==> src/rtl/pid_angle_controller_top_assert.svh <==
// Assertion macros used by the RTL controller (pac_ctrl).
`ifndef PID_ANGLE_CONTROLLER_TOP_ASSERT_SVH
`define PID_ANGLE_CONTROLLER_TOP_ASSERT_SVH

// Check that holds at every clock edge outside reset.
`define PAC_ASSERT_ALWAYS(lbl, expr, msg) \
  lbl: assert property (@(posedge clk) disable iff (rst) (expr)) else $error(msg);

// Check on the cycle after a trigger.
`define PAC_ASSERT_NEXT(lbl, ante, cons, msg) \
  lbl: assert property (@(posedge clk) disable iff (rst) (ante) |=> (cons)) else $error(msg);

`endif

==> src/rtl/pac_pkg.sv <==
package pac_pkg;

  localparam int ENCODER_BITS_DEF = 10;
  localparam int DSR_W            = 17;
  localparam int RATE_W           = 19;
  localparam int CFG_ADDR_W       = 3;
  localparam int CFG_DATA_W       = 18;
  localparam int OUT_W            = 48;

  localparam logic [DSR_W-1:0] MEAS_SCALE = 17'd92160;
  localparam logic [DSR_W-1:0] DUTY_DIV   = 17'd92160;
  localparam logic [7:0]       DUTY_SCALE = 8'd255;

  // 255/92160 = 17/(3*2^11); the divide by 3 is a reciprocal multiply
  localparam logic [4:0]  DUTY_NUM    = 5'd17;
  localparam int          DUTY_SHIFT  = 11;
  localparam logic [15:0] THIRD_RECIP = 16'd43691;
  localparam int          THIRD_SHIFT = 17;

  localparam logic [CFG_ADDR_W-1:0] REG_SETPOINT    = 3'd0;
  localparam logic [CFG_ADDR_W-1:0] REG_GAIN_PROP   = 3'd1;
  localparam logic [CFG_ADDR_W-1:0] REG_GAIN_INTEG  = 3'd2;
  localparam logic [CFG_ADDR_W-1:0] REG_GAIN_DERIV  = 3'd3;
  localparam logic [CFG_ADDR_W-1:0] REG_DRIVE_UPPER = 3'd4;
  localparam logic [CFG_ADDR_W-1:0] REG_DRIVE_LOWER = 3'd5;

  localparam logic signed [17:0] DRIVE_UPPER_RST = 18'sd92160;
  localparam logic signed [17:0] DRIVE_LOWER_RST = 18'sd0;

  typedef struct packed {
    logic ld_in;
    logic est_meas;
    logic ld_meas;
    logic ld_err;
    logic ld_prod;
    logic ld_integ;
    logic div_rate;
    logic ld_rate;
    logic ld_pi_lo;
    logic acc_lo;
    logic acc_hi;
    logic acc_d;
    logic ld_drive;
    logic ld_duty;
    logic out_load;
  } pac_cmd_t;

  typedef struct packed {
    logic div_busy;
    logic div_done;
    logic out_busy;
  } pac_stat_t;

endpackage

==> src/rtl/pac_ctrl.sv <==
`include "pid_angle_controller_top_assert.svh"

module pac_ctrl import pac_pkg::*; (
  input  logic      clk,
  input  logic      rst,
  input  logic      in_valid,
  output logic      in_ready,
  input  pac_stat_t stat,
  output pac_cmd_t  cmd
);

  localparam logic [3:0] S_IDLE      = 4'd0;
  localparam logic [3:0] S_MEAS_EST  = 4'd1;
  localparam logic [3:0] S_MEAS_FIX  = 4'd2;
  localparam logic [3:0] S_ERR       = 4'd3;
  localparam logic [3:0] S_PROD      = 4'd4;
  localparam logic [3:0] S_INTEG     = 4'd5;
  localparam logic [3:0] S_RATE_WAIT = 4'd6;
  localparam logic [3:0] S_PI_LO     = 4'd7;
  localparam logic [3:0] S_ACC_LO    = 4'd8;
  localparam logic [3:0] S_ACC_HI    = 4'd9;
  localparam logic [3:0] S_ACC_D     = 4'd10;
  localparam logic [3:0] S_CLAMP     = 4'd11;
  localparam logic [3:0] S_DUTY      = 4'd12;
  localparam logic [3:0] S_OUT       = 4'd13;

  logic [3:0] state;
  logic [3:0] state_next;

  always_ff @(posedge clk) begin
    if (rst) begin
      state <= S_IDLE;
    end else begin
      state <= state_next;
    end
  end

  always_comb begin
    cmd        = '0;
    in_ready   = 1'b0;
    state_next = state;
    case (state)
      S_IDLE: begin
        in_ready = 1'b1;
        if (in_valid) begin
          cmd.ld_in  = 1'b1;
          state_next = S_MEAS_EST;
        end
      end
      S_MEAS_EST: begin
        cmd.est_meas = 1'b1;
        state_next   = S_MEAS_FIX;
      end
      S_MEAS_FIX: begin
        cmd.ld_meas = 1'b1;
        state_next  = S_ERR;
      end
      S_ERR: begin
        cmd.ld_err = 1'b1;
        state_next = S_PROD;
      end
      S_PROD: begin
        cmd.ld_prod = 1'b1;
        state_next  = S_INTEG;
      end
      S_INTEG: begin
        cmd.ld_integ = 1'b1;
        cmd.div_rate = 1'b1;
        state_next   = S_RATE_WAIT;
      end
      S_RATE_WAIT: begin
        if (stat.div_done) begin
          cmd.ld_rate = 1'b1;
          state_next  = S_PI_LO;
        end
      end
      S_PI_LO: begin
        cmd.ld_pi_lo = 1'b1;
        state_next   = S_ACC_LO;
      end
      S_ACC_LO: begin
        cmd.acc_lo = 1'b1;
        state_next = S_ACC_HI;
      end
      S_ACC_HI: begin
        cmd.acc_hi = 1'b1;
        state_next = S_ACC_D;
      end
      S_ACC_D: begin
        cmd.acc_d  = 1'b1;
        state_next = S_CLAMP;
      end
      S_CLAMP: begin
        cmd.ld_drive = 1'b1;
        state_next   = S_DUTY;
      end
      S_DUTY: begin
        cmd.ld_duty = 1'b1;
        state_next  = S_OUT;
      end
      S_OUT: begin
        if (!stat.out_busy) begin
          cmd.out_load = 1'b1;
          state_next   = S_IDLE;
        end
      end
      default: begin
        state_next = S_IDLE;
      end
    endcase
  end

  `PAC_ASSERT_ALWAYS(a_div_start_free, !(cmd.div_rate && stat.div_busy), "divider started while busy")
  `PAC_ASSERT_ALWAYS(a_done_in_wait, !stat.div_done || state == S_RATE_WAIT, "quotient arrived outside the wait state")
  `PAC_ASSERT_ALWAYS(a_out_load_free, !cmd.out_load || !stat.out_busy, "result overwritten before taken")
  `PAC_ASSERT_NEXT(a_one_request, in_valid && in_ready, !in_ready, "second request taken during work")

endmodule

==> config.mk <==
export PLATFORM = sky130hd
export DESIGN_NAME = pac_ctrl
export DESIGN_NICKNAME = d
export VERILOG_FILES = /design/src/rtl/pac_pkg.sv /design/src/rtl/pac_ctrl.sv
export VERILOG_INCLUDE_DIRS = /design/src /design/src/rtl
export SDC_FILE = /design/constraint.sdc
export NUM_CORES = 1
export LEC_CHECK = 0
export BUFFER_PORTS_ARGS = -buffer_cell sky130_fd_sc_hd__clkbuf_2
export CAP_MARGIN = 25
export CORE_UTILIZATION = 26
export DETAILED_ROUTE_END_ITERATION = 7
export GPL_ROUTABILITY_DRIVEN = 0
export SLEW_MARGIN = 20
export SYNTH_ARGS = -nofsm -noshare
export SYNTH_HDL_FRONTEND = slang
export SYNTH_SLANG_ARGS = --single-unit
==> constraint.sdc <==
create_clock -name clk -period 2.7 [get_ports clk]
set_input_delay 0.675 -clock clk [delete_from_list [all_inputs] [get_ports clk]]
set_output_delay 0.675 -clock clk [all_outputs]
set_load 0.005 [all_outputs]
==> metrics.md, run 1 <==
| Metric | Value |
|---|---|
| Final Util | `between 30 and 40%` |
| Synth-to-layout area growth | `26.7%` |
| Worst Tran Pin Value | `0.501 ns` |
| Largest net degree at the start of global routing | `18` |
| Die area | `1560 µm²` |
| FF-to-FF End | `state[0]$_SDFFE_PP0P_` |
| Worst min path class | `reg2reg` |
| F_max | `477 MHz` |
| Port Buffers | `20` |
| Ys Warns | `0` |
| Max Cap Viol | `0` |
| Initial Util | `between 20% and 30%` |
| Synthesized cell area | `365 µm²` |
| Register area | `80.1 µm²` |
| Max-slew violations | `0` |
| Seq/Total Area, Yosys | `21.9%` |
| Hold Path End | `state[1]$_SDFFE_PP0P_` |
| Clk slew on worst S/H paths | `approximately 0.04 ns` |
| Critical R2R Launch | `state[1]$_SDFFE_PP0P_` |
| Setup Skew | `0.00240 ns` |
| Crit path max-delay cell type | `dfxtp_1` |
| H-tree depth | `1` |
| Post-CTS setup buffers | `0` |
| Slowest Stage Delay on Critical Path | `0.37 ns` |
| R2R depth | `4` |
| WHS Path Cells | `1` |
| Data required time of the worst path | `2.03 ns` |
| Largest reg by FF count | `state` |
| Post-route ant nets | `0` |
| Hold Crit Start | `state[3]$_SDFFE_PP0P_` |
| Vias post-DR | `398` |
| Core ar. | `1300 µm²` |
| TritonCTS clock tree | `done` |
| Syn Area/Cell | `7.16 µm²` |
| Post-Route WL | `812 µm` |
| Post-synthesis cell type count | `24` |
| First-pass GRT wire length | `1.23 mm` |
| Fin area | `463 µm²` |
| Status | `finished, final reports clean` |
| Rel. slew slack | `66.5%` |
| DR pass1 iterations | `2` |
| Hold buffers post-CTS | `0` |
| Clk buf depth | `2` |
| # rows | `13` |
| WS Path Type | `reg2out` |
| Reg2Reg Setup Slack | `between 1 and 1.5 ns` |
| Wire per inst | `9.78 µm` |
| Synth Instances | `51` |
| Power per Cell Area | `around 440 nW/µm²` |
| Initial antenna violation count | `0` |
| Unrepaired setup endpoints after global routing | `false` |
| Multi-input gate area | `~230 µm²` |
| Sink Count | `4` |
| Die Wd | `39.5 µm` |
| DRC viols | `0` |
| Filler instances | `approximately 160` |
| Commonest non-fill, non-tap cell in the layout | `clkbuf_2` |
| Worst endpoint data arrival time | `~1.4 ns` |
| Max IR drop VDD | `0.280 mV` |
| Max FFs per register | `4` |
| Most used cells in the layout excluding fill and tap cells | `20 x clkbuf_2, 11 x nor2_1, 5 x nor3_1, 4 x dfxtp_1` |
| Final nets | `76` |
| Initial DRC count | `4` |
| Crit-path cells | `or2_1 -> nor3_1 -> and2_1 -> clkbuf_2` |
| Routed vias/inst | `4.80` |
| Top Registers | `state x4` |
| Worst skew pair latency | `around 0.23 ns` |
| Tmin final | `2.10 ns` |
| Final TNS setup | `0 ns` |
| Post-Synthesis Net Count | `between 50 and 60` |
| CP Launch Type | `flip-flop` |
| Resized cells post-CTS | `0` |
| Area after DPL | `around 440 µm²` |
| Die Y | `39.5 µm` |
| # setup viols final | `0` |
| I/O pin count | `22` |
| Vias in the first global route | `between 200 and 300` |
| Final Cycle Share | `77.7%` |
| Endpoint class of the critical path | `output port` |
| Final hold violations | `0` |
| Share of cells above drive strength 1 | `35.3%` |
| Post-DP HPWL | `~590 µm` |
| #FFs+latches synth | `4` |
| Diode count | `0` |
| Clock root buffer | `clkbuf_4` |
| CP Launch Point | `state[0]$_SDFFE_PP0P_` |
| Num CTS Buffers | `3` |
| Crit-path max FO | `9` |
| Grt ovf | `0` |
| Worst hold slack | `0.604 ns` |
| Tot GR Track Use | `12.2%` |
| Leakage | `0.210 nW` |
stage by stage:
step / setup WS [ns] / power [mW] / cells
4_1_cts: 0.577 / 0.206 / 83
2_1_floorplan: 0.888 / 0.117 / 51
3_5_place_dp: 0.839 / 0.129 / 80
6_report: 0.603 / 0.202 / 83
5_1_grt: 0.478 / 0.216 / 83
3_3_place_gp: 0.826 / 0.128 / 80
critical path: cells and delay by family, from the launching register on:
family	cells	cell delay, ns
simple gates	3	0.70
flops	1	0.37
buf+inv	1	0.10
Yosys cell counts:
master	instances	area [µm²]
a311oi_1	1	8.76
clkbuf_1	1	3.75
nor3_1	5	25.0
or2_1	1	6.26
nand2_1	3	11.3
nand3_1	1	5.00
nand2b_1	3	18.8
inv_1	2	7.51
o21ai_0	2	10.0
and2_1	1	6.26
o41ai_1	1	8.76
nor2b_1	1	6.26
buf_6	2	22.5
nor2_1	11	41.3
dfxtp_1	4	80.1
buf_2	2	10.0
o32ai_4	1	27.5
a311o_1	1	10.0
a211oi_1	1	7.51
buf_4	1	7.51
a41o_1	1	10.0
or2b_1	1	7.51
a21oi_1	3	15.0
xnor2_1	1	8.76
cell families after synthesis:
logic type,synth area share (%)
xor+xnor,2.40
flops,21.9
compound gates,26.7
simple gates,34.9
buf+inv,14.0
how the worst max path moves through the flow:
stage,end,cells past startpoint
global route,cmd[0],3
finish,cmd[14],4
CTS,cmd[14],4
floorplan,cmd[14],5
global placement,cmd[14],4
detailed placement,cmd[14],4
report_power, final:
part / total, mW / switching [mW] / internal, mW
registers: 0.0761 / 0.0125 / 0.0636
clock network: 0.0739 / 0.0242 / 0.0497
logic: 0.0515 / 0.0256 / 0.0259
total: 0.202 / 0.0623 / 0.139
cell type report:
cell class | instances | share of cell area, %
multi-input cells | 39 | 50.5
repair buffers | 20 | 21.6
flip-flops and latches | 4 | 17.3
clock buffers | 3 | 4.86
well taps | 15 | 4.05
inverters | 2 | 1.62
per-layer routing:
metal  wire length, µm  track usage, %  share of wire (%)  vias up
li1                  -               -                  -      210
met1               380            17.3                 47      177
met2               379            15.6                 47        9
met3                36            1.70                4.4        2
met4                15            10.3                1.8        0
met5                 0               0                  0        -
Power figures use the tool's default switching activity.
==> run 2, diff against run 1 <==
Clock period 2.7 ns to 1.7 ns, I/O delays scaled along.
==> run 2 against run 1 <==
Against the previous run: count of clock-buffer cells in the layout unchanged; critical path type unchanged; register-to-register slack lost 0.89 ns; flip-flop and latch count unchanged; sequential share of layout area is 0.32 points higher; hold slack lost 0.17 ns; via count rose by 3.0%; die area stayed put; first-iteration DRC count rose by 130%; routed wire length rose by 20%; non-clock buffer count increased by 3; final cell count up 3.6%; total power grew 70%.
==> metrics.md, run 2 (synthesis gave the netlist of run 1 again) <==
| Metric | Value |
|---|---|
| Status | `finished, final reports clean` |
| Worst hold slack | `0.438 ns (-0.166 ns)` |
| Max FFs per register | `4 (unchanged)` |
| Met3 WL | `29 µm (-19%)` |
| Num CTS Buffers | `3 (unchanged)` |
| Post-CTS setup buffers | `0 (unchanged)` |
| Endpoint class of the critical path | `output port` |
| NetSw | `0.108 mW (+73%)` |
| DR pass1 iterations | `2 (unchanged)` |
| Clk buf depth | `2 (unchanged)` |
| Vias in the first global route | `352 (+26%)` |
| Internal cell power | `0.235 mW (+69%)` |
| Grt ovf | `0 (unchanged)` |
| Synth-to-layout area growth | `43.8%` |
| Crit-path cells | `or2_4 -> nor3_4 -> and2_1 -> clkbuf_2` |
| TritonCTS clock tree | `done` |
| Diode count | `0 (unchanged)` |
| Die area | `1560 µm² (unchanged)` |
| Max Cap Viol | `0 (unchanged)` |
| Max IR drop VDD | `0.348 mV (+24%)` |
| Data required time of the worst path | `1.27 ns (-0.76 ns)` |
| Wl on met1 | `445 µm (+17%)` |
| Crit-path max FO | `8 (-1)` |
| F_max | `614 MHz` |
| Unrepaired setup endpoints after global routing | `true` |
| CP Launch Type | `flip-flop` |
| Worst min path class | `in2reg` |
| First-pass GRT wire length | `1.47 mm (+20%)` |
| Commonest non-fill, non-tap cell in the layout | `clkbuf_2` |
| Clock share of power | `33.8% (-2.9 points)` |
| Worst endpoint data arrival time | `1.20 ns (-0.22 ns)` |
| Share of cells above drive strength 1 | `52.1% (+17 points)` |
| DRC viols | `0 (unchanged)` |
| Power per Cell Area | `653 nW/µm² (+50%)` |
| Crit path max-delay cell type | `dfxtp_4` |
| # rows | `13 (unchanged)` |
| Most used cells in the layout excluding fill and tap cells | `19 x clkbuf_2, 10 x nor2_1` |
| Pwr Total | `0.343 mW (+70%)` |
| Top Registers | `state x4` |
| Register area | `92.6 µm² (+16%)` |
| Final Util | `40.4% (+4.8 points)` |
| WP buf/inv | `1 (unchanged)` |
| Largest net degree at the start of global routing | `14 (-4)` |
| Vias post-DR | `410 (+3.0%)` |
| Tmin final | `1.63 ns` |
| Clock root buffer | `clkbuf_4` |
| Post-route ant nets | `0 (unchanged)` |
| Port Buffers | `20 (unchanged)` |
| Routed vias/inst | `4.77 (-0.58%)` |
| Leakage | `0.235 nW (+12%)` |
| Reg power frac | `34.8% (-3.0 points)` |
| WS Path Type | `reg2out` |
| Wire per inst | `11.4 µm (+16%)` |
| # setup viols final | `0 (unchanged)` |
| Worst Tran Pin Value | `0.280 ns (-0.221 ns)` |
| Core ar. | `1300 µm² (unchanged)` |
| Top cell family by delay on the critical path | `simple AND/OR/NAND/NOR gates` |
| Switch share | `31.4% (+0.43 points)` |
| Highest routed metal layer | `met3` |
| Die Y | `39.5 µm (unchanged)` |
| Filler instances | `154 (-1.3%)` |
| Die Wd | `39.5 µm (unchanged)` |
| I/O pin count | `22 (unchanged)` |
| Sink Count | `4 (unchanged)` |
| Rel. slew slack | `81.1% (+15 points)` |
| H-tree depth | `1 (unchanged)` |
| Setup Skew | `0.00408 ns (+0.00168 ns)` |
| Initial DRC count | `9 (+5)` |
| Logic gate share of total power | `31.4% (+5.8 points)` |
| Final nets | `79 (+3.9%)` |
| Slowest Stage Delay on Critical Path | `0.36 ns (about the same)` |
| Tot GR Track Use | `14.6% (+2.3 points)` |
| Multi-input gate area | `258 µm² (+10%)` |
| Post-DP HPWL | `714 µm (+20%)` |
| Initial Util | `28.1% (unchanged)` |
| Final Cycle Share | `95.9%` |
| Clk slew on worst S/H paths | `0.04 ns (about the same)` |
| Initial antenna violation count | `0 (unchanged)` |
| Max-slew violations | `0 (unchanged)` |
| Final hold violations | `0 (unchanged)` |
| Met2 wire length | `502 µm (+32%)` |
| Worst skew pair latency | `0.23 ns (about the same)` |
| Post-Route WL | `977 µm (+20%)` |
| Largest reg by FF count | `state` |
==> run 2: cell count changes in the layout (fill, tap and decap cells not counted), moves of 2 or more <==
cell	before	now
dfxtp_1	4	0
dfxtp_4	0	3
buf_4	0	2
nor3_1	5	3
==> run 2: power by group through the flow <==
stage	sequential [mW]	combinational [mW]	clock, mW
after global routing	0.121	0.119	0.128
after CTS	0.119	0.100	0.122
after detailed placement	0.119	0.0974	0
after global placement	0.118	0.0945	0
final	0.119	0.108	0.116
after floorplan	0.106	0.0802	0
==> run 2: final timing paths <==
path | start | end | slack (ns) | depth (start not counted)
hold / removal | rst | state[1]$_SDFFE_PP0P_ | 0.44 | 2
setup / recovery | state[3]$_SDFFE_PP0P_ | cmd[14] | 0.07 | 4
setup reg to reg | state[3]$_SDFFE_PP0P_ | state[0]$_SDFFE_PP0P_ | 0.30 | 5
hold reg to reg | state[3]$_SDFFE_PP0P_ | state[1]$_SDFFE_PP0P_ | 0.49 | 1
==> run 2: area by class of cell <==
type | count | share of cell area (%)
clock buffer | 3 | 4.29
timing repair buffer | 23 | 24.0
inverter | 2 | 1.43
multi-input combinational | 39 | 49.0
tap | 15 | 3.57
sequential | 4 | 17.6
==> run 2: repair_timing <==
item / 4_1_cts / 5_1_grt
hold endpoints to repair: 0 / 0
pin swaps: 0 / 2
setup endpoints to repair: 6 / 10
gates resized for setup: 4 / 12
hold buffers: 0 / 0
==> run 2: routing by layer <==
layer	GRT usage, %	vias to the layer above
met5	0	-
met4	7.76	0
met3	6.82	0
met2	22.1	7
met1	16.6	182
li1	-	221
==> run 2: metrics by stage <==
| step | cell area [µm²] | setup slack, ns | std cells | setup TNS, ns |
|---|---|---|---|---|
| 2_1_floorplan | 365 | 0.138 | 51 | 0 |
| 3_3_place_gp | 463 | 0.198 | 83 | 0 |
| 5_1_grt | 526 | -0.00335 | 86 | -0.00335 |
| 6_report | 526 | 0.0704 | 86 | 0 |
| 4_1_cts | 493 | -0.0137 | 86 | -0.0137 |
| 3_5_place_dp | 463 | 0.203 | 83 | 0 |
